`config.mk`:
```
export PLATFORM = sky130hd
export DESIGN_NAME = bitmap_contiguous_block_allocator_core
export DESIGN_NICKNAME = d
export VERILOG_FILES = /design/src/bca_pkg.sv /design/src/bitmap_contiguous_block_allocator_core.sv
export SDC_FILE = /design/constraint.sdc
export NUM_CORES = 2
export LEC_CHECK = 0
export CAP_MARGIN = 20
export CELL_PAD_IN_SITES_DETAIL_PLACEMENT = 1
export CELL_PAD_IN_SITES_GLOBAL_PLACEMENT = 1
export CORE_MARGIN = 2
export CORE_UTILIZATION = 46
export DETAILED_ROUTE_END_ITERATION = 8
export DONT_BUFFER_PORTS = 1
export GPL_TIMING_DRIVEN = 0
export PLACE_DENSITY_LB_ADDON = 0.05
export SLEW_MARGIN = 20
export SYNTH_ARGS = -nofsm -noshare
export SYNTH_HDL_FRONTEND = slang
export SYNTH_SLANG_ARGS = --single-unit
```
`constraint.sdc`:
```
create_clock -name clk -period 8.61 [get_ports clk]
set_input_delay 0.861 -clock clk [delete_from_list [all_inputs] [get_ports clk]]
set_output_delay 0.861 -clock clk [all_outputs]
set_load 0.03 [all_outputs]
```
`src/bca_pkg.sv`:
```
// Package for the bitmap contiguous block allocator.
// Holds the request and response beat types, status and command codes and sizes.
// No dependencies.
package bca_pkg;

  localparam int NUM_BLOCKS = 1024;
  localparam int WORD_W     = 32;
  localparam int NUM_WORDS  = NUM_BLOCKS / WORD_W;
  localparam int WORD_AW    = $clog2(NUM_WORDS);
  localparam int BIT_AW     = $clog2(WORD_W);
  localparam int IDX_W      = 10;
  localparam int CNT_W      = 11;
  localparam int PADDR_W    = 3;

  localparam logic [CNT_W-1:0] BLOCK_COUNT_RESET = 11'd1024;
  localparam logic [CNT_W-1:0] BLOCK_COUNT_MAX   = 11'd1024;

  // Register byte addresses (word index in paddr[2]).
  localparam logic REG_BLOCK_COUNT = 1'b0;

  localparam logic CMD_ALLOC = 1'b0;
  localparam logic CMD_FREE  = 1'b1;

  localparam logic [1:0] ST_OK    = 2'd0;
  localparam logic [1:0] ST_NOFIT = 2'd1;
  localparam logic [1:0] ST_ZERO  = 2'd2;
  localparam logic [1:0] ST_RANGE = 2'd3;

  typedef struct packed {
    logic             command;
    logic [CNT_W-1:0] run_length;
    logic [IDX_W-1:0] block_index;
  } alloc_req_t;

  typedef struct packed {
    logic [1:0]       status;
    logic [IDX_W-1:0] run_base;
    logic [CNT_W-1:0] free_count;
  } alloc_rsp_t;

endpackage

```
`src/bitmap_contiguous_block_allocator_core.sv`:
```
// First-fit contiguous block allocator over a one-bit-per-block used map.
// Depends on bca_pkg for the beat types, codes and sizes.
//
//   Channel  Direction  Handshake               Payload
//   in       to block   in_valid / in_stall     alloc_req_t  (command, run_length, block_index)
//   out      from block out_valid / out_stall   alloc_rsp_t  (status, run_base, free_count)
//   cfg      to block   psel/penable/pwrite     block_count at byte address 0
//
// A free request or a zero-length allocate goes from accept straight to the done state.
// An allocate scans S used-map words (one 32-bit word per cycle through the single
// read port, at most 32) and on success marks M words (one per cycle through the
// write port) before it reaches the done state.
// Reset is synchronous and active high; the used map reads as all free right after
// reset, through one valid bit per map word, so there is no clearing pass.
// The block takes one request at a time. A stalled result waits in the output
// register, and the next request is accepted as soon as that result is loaded.
module bitmap_contiguous_block_allocator_core
  import bca_pkg::*;
(
  input  logic               clk,
  input  logic               rst,
  input  logic               in_valid,
  output logic               in_stall,
  input  alloc_req_t         in_data,
  output logic               out_valid,
  input  logic               out_stall,
  output alloc_rsp_t         out_data,
  input  logic               psel,
  input  logic               penable,
  input  logic               pwrite,
  input  logic [PADDR_W-1:0] paddr,
  input  logic [31:0]        pwdata,
  output logic [31:0]        prdata,
  output logic               pready
);

  localparam logic [1:0] S_IDLE = 2'd0;
  localparam logic [1:0] S_SCAN = 2'd1;
  localparam logic [1:0] S_MARK = 2'd2;
  localparam logic [1:0] S_DONE = 2'd3;

  // Returns {found, index} of the highest set bit of a map word.
  function automatic logic [BIT_AW:0] hi_set(input logic [WORD_W-1:0] v);
    logic [BIT_AW:0] r;
    r = '0;
    for (int i = 0; i < WORD_W; i++) begin
      if (v[i]) r = {1'b1, BIT_AW'(i)};
    end
    return r;
  endfunction

  logic [1:0]         state;
  logic [CNT_W-1:0]   block_count;
  logic [CNT_W-1:0]   free_counter;
  logic [CNT_W-1:0]   req_len;
  logic [WORD_AW-1:0] w;
  logic [CNT_W-1:0]   run_start;
  logic [WORD_AW-1:0] mw;
  logic [WORD_AW-1:0] sw;
  logic [BIT_AW-1:0]  sb;
  logic [WORD_AW-1:0] ew;
  logic [BIT_AW-1:0]  eb;
  logic [1:0]         res_status;
  logic [IDX_W-1:0]   res_first;

  // Used map storage: one word per row, a valid bit per row stands for reset.
  logic [WORD_W-1:0]  mem [NUM_WORDS];
  logic [NUM_WORDS-1:0] row_valid;
  logic [WORD_W-1:0]  rd_data;
  logic               rd_vld;
  logic [WORD_AW-1:0] rd_addr;
  logic               wr_en;
  logic [WORD_AW-1:0] wr_addr;
  logic [WORD_W-1:0]  wr_mask;
  logic [WORD_W-1:0]  wr_data;
  logic [WORD_W-1:0]  eff_mask;
  logic [WORD_W-1:0]  eff_data;

  logic               accept;
  logic               out_free;
  logic               cfg_wr;
  logic [CNT_W-1:0]   cnt;
  logic [CNT_W-1:0]   cnt_m1;
  logic [WORD_AW-1:0] last_word;

  // Scan unit signals.
  logic [WORD_W-1:0]  d;
  logic [CNT_W-1:0]   start_j [WORD_W];
  logic [WORD_W-1:0]  hit;
  logic               any_hit;
  logic [BIT_AW-1:0]  sel;
  logic [CNT_W-1:0]   sel_start;
  logic [CNT_W-1:0]   next_start;
  logic [BIT_AW:0]    word_hi;

  // Mark unit signals.
  logic [WORD_W-1:0]  mark_mask;
  logic [BIT_AW-1:0]  mark_lo;
  logic [BIT_AW-1:0]  mark_hi;

  assign accept   = in_valid && (state == S_IDLE);
  assign in_stall = (state != S_IDLE);
  assign out_free = !out_valid || !out_stall;
  assign pready   = 1'b1;
  assign cfg_wr   = psel && penable && pwrite && (paddr[2] == REG_BLOCK_COUNT);
  assign prdata   = (paddr[2] == REG_BLOCK_COUNT) ? 32'(block_count) : 32'd0;

  // Effective block count is the register clamped to 1..NUM_BLOCKS.
  always_comb begin
    if (block_count == '0) begin
      cnt = CNT_W'(1);
    end else if (block_count > BLOCK_COUNT_MAX) begin
      cnt = BLOCK_COUNT_MAX;
    end else begin
      cnt = block_count;
    end
  end
  assign cnt_m1    = cnt - CNT_W'(1);
  assign last_word = cnt_m1[IDX_W-1:BIT_AW];

  // Scan of one map word: for each bit, the run of free blocks ending there is
  // measured from its start, which is the bit after the last used one, either in
  // this word or carried in from earlier words. The lowest bit whose run reaches
  // the requested length ends the first fitting run.
  assign d = rd_vld ? rd_data : '0;

  always_comb begin
    logic [BIT_AW:0]    hp;
    logic [IDX_W-1:0]   g;
    logic [CNT_W-1:0]   run;
    logic [WORD_W-1:0]  le_mask;
    for (int j = 0; j < WORD_W; j++) begin
      le_mask = {WORD_W{1'b1}} >> (WORD_W - 1 - j);
      hp  = hi_set(d & le_mask);
      g   = {w, BIT_AW'(j)};
      if (hp[BIT_AW]) begin
        start_j[j] = CNT_W'({w, hp[BIT_AW-1:0]}) + CNT_W'(1);
      end else begin
        start_j[j] = run_start;
      end
      run    = CNT_W'(g) + CNT_W'(1) - start_j[j];
      hit[j] = (g <= cnt_m1[IDX_W-1:0]) && (run >= req_len);
    end
  end

  always_comb begin
    any_hit = 1'b0;
    sel     = '0;
    for (int j = WORD_W - 1; j >= 0; j--) begin
      if (hit[j]) begin
        any_hit = 1'b1;
        sel     = BIT_AW'(j);
      end
    end
  end

  assign sel_start = start_j[sel];
  assign word_hi   = hi_set(d);
  assign next_start = word_hi[BIT_AW] ?
                      CNT_W'({w, word_hi[BIT_AW-1:0]}) + CNT_W'(1) : run_start;

  // Bits of the current mark word that fall inside the allocated run.
  assign mark_lo = (mw == sw) ? sb : '0;
  assign mark_hi = (mw == ew) ? eb : {BIT_AW{1'b1}};
  always_comb begin
    for (int b = 0; b < WORD_W; b++) begin
      mark_mask[b] = (BIT_AW'(b) >= mark_lo) && (BIT_AW'(b) <= mark_hi);
    end
  end

  // Memory port control.
  assign rd_addr = (state == S_SCAN) ? w + WORD_AW'(1) : '0;

  always_comb begin
    wr_en   = 1'b0;
    wr_addr = mw;
    wr_mask = mark_mask;
    wr_data = {WORD_W{1'b1}};
    if (state == S_MARK) begin
      wr_en = 1'b1;
    end else if (accept && (in_data.command == CMD_FREE) &&
                 (CNT_W'(in_data.block_index) < cnt)) begin
      wr_en   = 1'b1;
      wr_addr = in_data.block_index[IDX_W-1:BIT_AW];
      wr_mask = WORD_W'(1) << in_data.block_index[BIT_AW-1:0];
      wr_data = '0;
    end
  end

  // A row written for the first time gets all of its bits, the rest cleared.
  assign eff_mask = row_valid[wr_addr] ? wr_mask : {WORD_W{1'b1}};
  assign eff_data = wr_data & wr_mask;

  always_ff @(posedge clk) begin
    if (wr_en) begin
      for (int b = 0; b < WORD_W; b++) begin
        if (eff_mask[b]) mem[wr_addr][b] <= eff_data[b];
      end
    end
    rd_data <= mem[rd_addr];
  end

  always_ff @(posedge clk) begin
    if (rst) begin
      row_valid <= '0;
      rd_vld    <= 1'b0;
    end else begin
      if (wr_en) row_valid[wr_addr] <= 1'b1;
      rd_vld <= row_valid[rd_addr];
    end
  end

  // Sequencer.
  always_ff @(posedge clk) begin
    if (rst) begin
      state        <= S_IDLE;
      block_count  <= BLOCK_COUNT_RESET;
      free_counter <= BLOCK_COUNT_RESET;
    end else begin
      if (cfg_wr) begin
        block_count <= pwdata[CNT_W-1:0];
        if (pwdata[CNT_W-1:0] == '0) begin
          free_counter <= CNT_W'(1);
        end else if (pwdata[CNT_W-1:0] > BLOCK_COUNT_MAX) begin
          free_counter <= BLOCK_COUNT_MAX;
        end else begin
          free_counter <= pwdata[CNT_W-1:0];
        end
      end
      case (state)
        S_IDLE: begin
          if (accept) begin
            res_first <= '0;
            if (in_data.command == CMD_FREE) begin
              state <= S_DONE;
              if (CNT_W'(in_data.block_index) >= cnt) begin
                res_status <= ST_RANGE;
              end else begin
                res_status <= ST_OK;
                if (free_counter < cnt) free_counter <= free_counter + CNT_W'(1);
              end
            end else if (in_data.run_length == '0) begin
              res_status <= ST_ZERO;
              state      <= S_DONE;
            end else begin
              req_len   <= in_data.run_length;
              w         <= '0;
              run_start <= '0;
              state     <= S_SCAN;
            end
          end
        end
        S_SCAN: begin
          if (any_hit) begin
            res_status   <= ST_OK;
            res_first    <= sel_start[IDX_W-1:0];
            sw           <= sel_start[IDX_W-1:BIT_AW];
            sb           <= sel_start[BIT_AW-1:0];
            mw           <= sel_start[IDX_W-1:BIT_AW];
            ew           <= w;
            eb           <= sel;
            free_counter <= (free_counter >= req_len) ? free_counter - req_len : '0;
            state        <= S_MARK;
          end else if (w == last_word) begin
            res_status <= ST_NOFIT;
            res_first  <= '0;
            state      <= S_DONE;
          end else begin
            w         <= w + WORD_AW'(1);
            run_start <= next_start;
          end
        end
        S_MARK: begin
          if (mw == ew) begin
            state <= S_DONE;
          end else begin
            mw <= mw + WORD_AW'(1);
          end
        end
        S_DONE: begin
          if (out_free) state <= S_IDLE;
        end
        default: begin
          state <= S_IDLE;
        end
      endcase
    end
  end

  // Output register: holds a result beat until the far side takes it.
  always_ff @(posedge clk) begin
    if (rst) begin
      out_valid <= 1'b0;
    end else if ((state == S_DONE) && out_free) begin
      out_valid <= 1'b1;
    end else if (!out_stall) begin
      out_valid <= 1'b0;
    end
  end

  always_ff @(posedge clk) begin
    if ((state == S_DONE) && out_free) begin
      out_data.status     <= res_status;
      out_data.run_base   <= res_first;
      out_data.free_count <= free_counter;
    end
  end

endmodule

```
==> impl_results.md <==
- Status: complete, but fails checks
- Failing checks: negative setup slack
- Data arrival, critical path: 9.48 ns
- Max Freq: 0.113 GHz
- Clk_skew: 0.0344 ns
- CP Capture Type: flip-flop
- Core area: 0.171 mm²
- Ys async rst share: 0%
- Final #Nets: 9517
- Reg2reg path depth: 28
- Sequential-to-total area share from yosys stat: 44.4%
- Dominant cells by area after synthesis: edfxtp_1 42%, ha_1 9.9%, nor2_1 6.4%
- Min Tclk post-route: 8.88 ns
- Setup CP Type: flip-flop to flip-flop
- Post-Syn Area: 0.0792 mm²
- Layout area overhead: 16.2%
- Root buf cell: clkbuf_16
- Pin count of the biggest net entering global routing: 34
- WHS: 0.170 ns
- Cts bufs inserted: 121
- Clk_lat worst skew: 0.78 ns
- Mapped Cells: 8462
- Vias after detailed routing: 77500
- Synth Register Bits: 1201
- Drt first pass iters: 8
- Yosys warns: 0
- Worst path slowest cell: edfxtp_1
- Die Ht: 419 µm
- Post-DRT Antenna Nets: 0
- Initial core utilization: 46.2%
- Buf/Inv on CP: 7
- Setup crit start kind: flip-flop
- Vias per cell: 6.88
- Ratio of cells with drive above 1 in the final layout: 12.8%
- First-pass GRT wire length: 586 mm
- Starting DRT DRC Count: 8915
- DRC viols: 0
- Yosys top cell area share: 42.1%
- Total gr overflow: 0
- Worst EP required: 9.21 ns
- Final GP Congestion: 1.13
- Placed instance area: 0.0844 mm²
- Die extent in x: 419 µm
- Fin. max-slew vios: 0
- Die area: 0.175 mm²
- Total GRT Usage: 47.6%
- Synth area leader: edfxtp_1
- Clk sinks: 1201
- CTS tree: yes
- Row count: 152
- H-Tree Depth: 3
- Dpl cells: 10900
- I/O Buffers: 0
- CTS Buffer Depth: 3
- Fin crit share: 103%
- Final setup fails: 24
- Most common cell after layout, fill and taps aside: nor2_1
- Syn Area/Cell: 9.35 µm²
- Type of the tightest min-delay check: input pin to flip-flop
- Post-synth EDFFs: 1111
- CP Depth: 28
- Slew Limit Headroom: 11.7%
- Max-cap viol count: 0
- Core Util, Final: 53.7%
- Final setup margin: -0.270 ns
- Fillers: 19100
- Antenna violations before repair: 36
- Post-synthesis cell type count: 109
- Crit path largest cell delay: 0.72 ns
- Final non-filler cell area: 0.0920 mm²
- Most frequent cells in the layout: 1312 x nor2_1, 1111 x edfxtp_1, 995 x nand2_1
- Worst Tran Pin Value: 1.32 ns
- Final WL: 426 mm
- Number of global-route vias before repair: 77200
- Clk slew on worst S/H paths: 0.06 ns
- Synth Flop Type: edfxtp_1
- Worst hold stages: 0
- HPWL Detailed: 321 mm
- Final Hold Violating Endpoints: 0
- Top Family by Delay on Critical Path: compound AO/OA/AOI/OAI gates
- IO Pins: 122
- Post-route insts no fill: 11300
- Crit-path max FO: 10
- Avg WL per Cell: 37.8 µm
-- metrics by stage --
stage	worst slack, ns	setup TNS, ns
after floorplan	0.210	0
after global placement	-7.90	-2007.96
after detailed placement	-6.13	-403.58
after CTS	-0.0393	-0.0393
after global routing	-0.156	-1.44
final	-0.270	-3.51
-- cell type report --
class                      count  area, µm²  area share, %
multi-input combinational   6383      43200           46.9
sequential                  1201      35200           38.3
clock buffer                 153       3350           3.64
buffer                       623       3230           3.51
tap                         2310       2890           3.14
timing repair buffer         231       2490           2.71
inverter                     262       1030           1.12
clock inverter                75        596          0.647
antenna                       16       40.0         0.0435
-- registers in the layout, summed over array words and instances, names as in the netlist, 5 cells and up --
name / cells
out_data: 23
eb: 5
row_valid: 32
w: 5
mem: 1024
rd_data: 32
sb: 5
block_count: 11
ew: 5
mw: 5
free_counter: 11
run_start: 11
req_len: 11
sw: 5
res_first: 10
-- cells in the mapped netlist (21+ instances only) --
master,n
a311oi_1,57
nor4_1,25
or3_1,24
o21bai_1,58
xnor2_1,188
a211oi_1,97
a21oi_1,535
nand2_1,1017
and2_1,30
dfxtp_1,90
and3_1,39
nand4_1,66
o21ai_0,297
a21o_1,82
a2111oi_0,22
a31oi_1,113
nor3_1,85
buf_4,33
xor2_1,89
buf_1,40
buf_2,126
nor2_1,1356
o221ai_1,282
o211ai_1,59
a21boi_0,22
mux2i_1,214
nand3_1,367
a22oi_1,22
o21a_1,60
edfxtp_1,1111
a311o_1,34
nor2b_1,46
o2111ai_1,21
clkbuf_1,433
inv_1,253
o22ai_1,31
nand2b_1,72
ha_1,627
o31ai_1,25
-- cells by family (layout without fill, tap and decap cells) --
kind of cell               Yosys count  after routing  synth area share (%)
AOI/OAI and AO/OA                 2006           2006                  17.4
xor gates and xnor gates           277            277                  3.06
adders and majority gates          630            630                  9.99
buffers and inverters              898           1344                  4.64
DFF                               1201           1201                  44.4
muxes                              232            232                  3.02
other                                2             38               0.00949
and+or+nand+nor                   3216           3216                  17.5
-- path summary, 6_finish.rpt --
kind	startpoint	end	slack, ns
max	run_start[1]	sb[1]	-0.27
min	in_data[20]	req_len[10]	0.17
max reg2reg	run_start[1]	sb[1]	-0.27
min reg2reg	res_status[1]	out_data[22]	0.42
-- layer usage --
metal / GRT usage, % / share of wire (%) / vias to the layer above
met4: 45.9 / 11 / 30
met2: 73.5 / 44 / 5027
met1: 52.9 / 34 / 38800
met5: 0 / 0.050 / -
met3: 12.7 / 10 / 1816
li1: - / - / 31800
-- what timing repair did --
item | in CTS | in global routing
gates cloned | 0 | 2
hold buffers | 0 | 0
buffers inserted | 54 | 53
pin swaps | 57 | 62
gates resized for setup | 475 | 207
endpoints found under the setup margin | 97 | 35
Power is left out: the tool's default activity adds up to more than one toggle a clock period on the data nets, which glitch-free logic cannot reach.
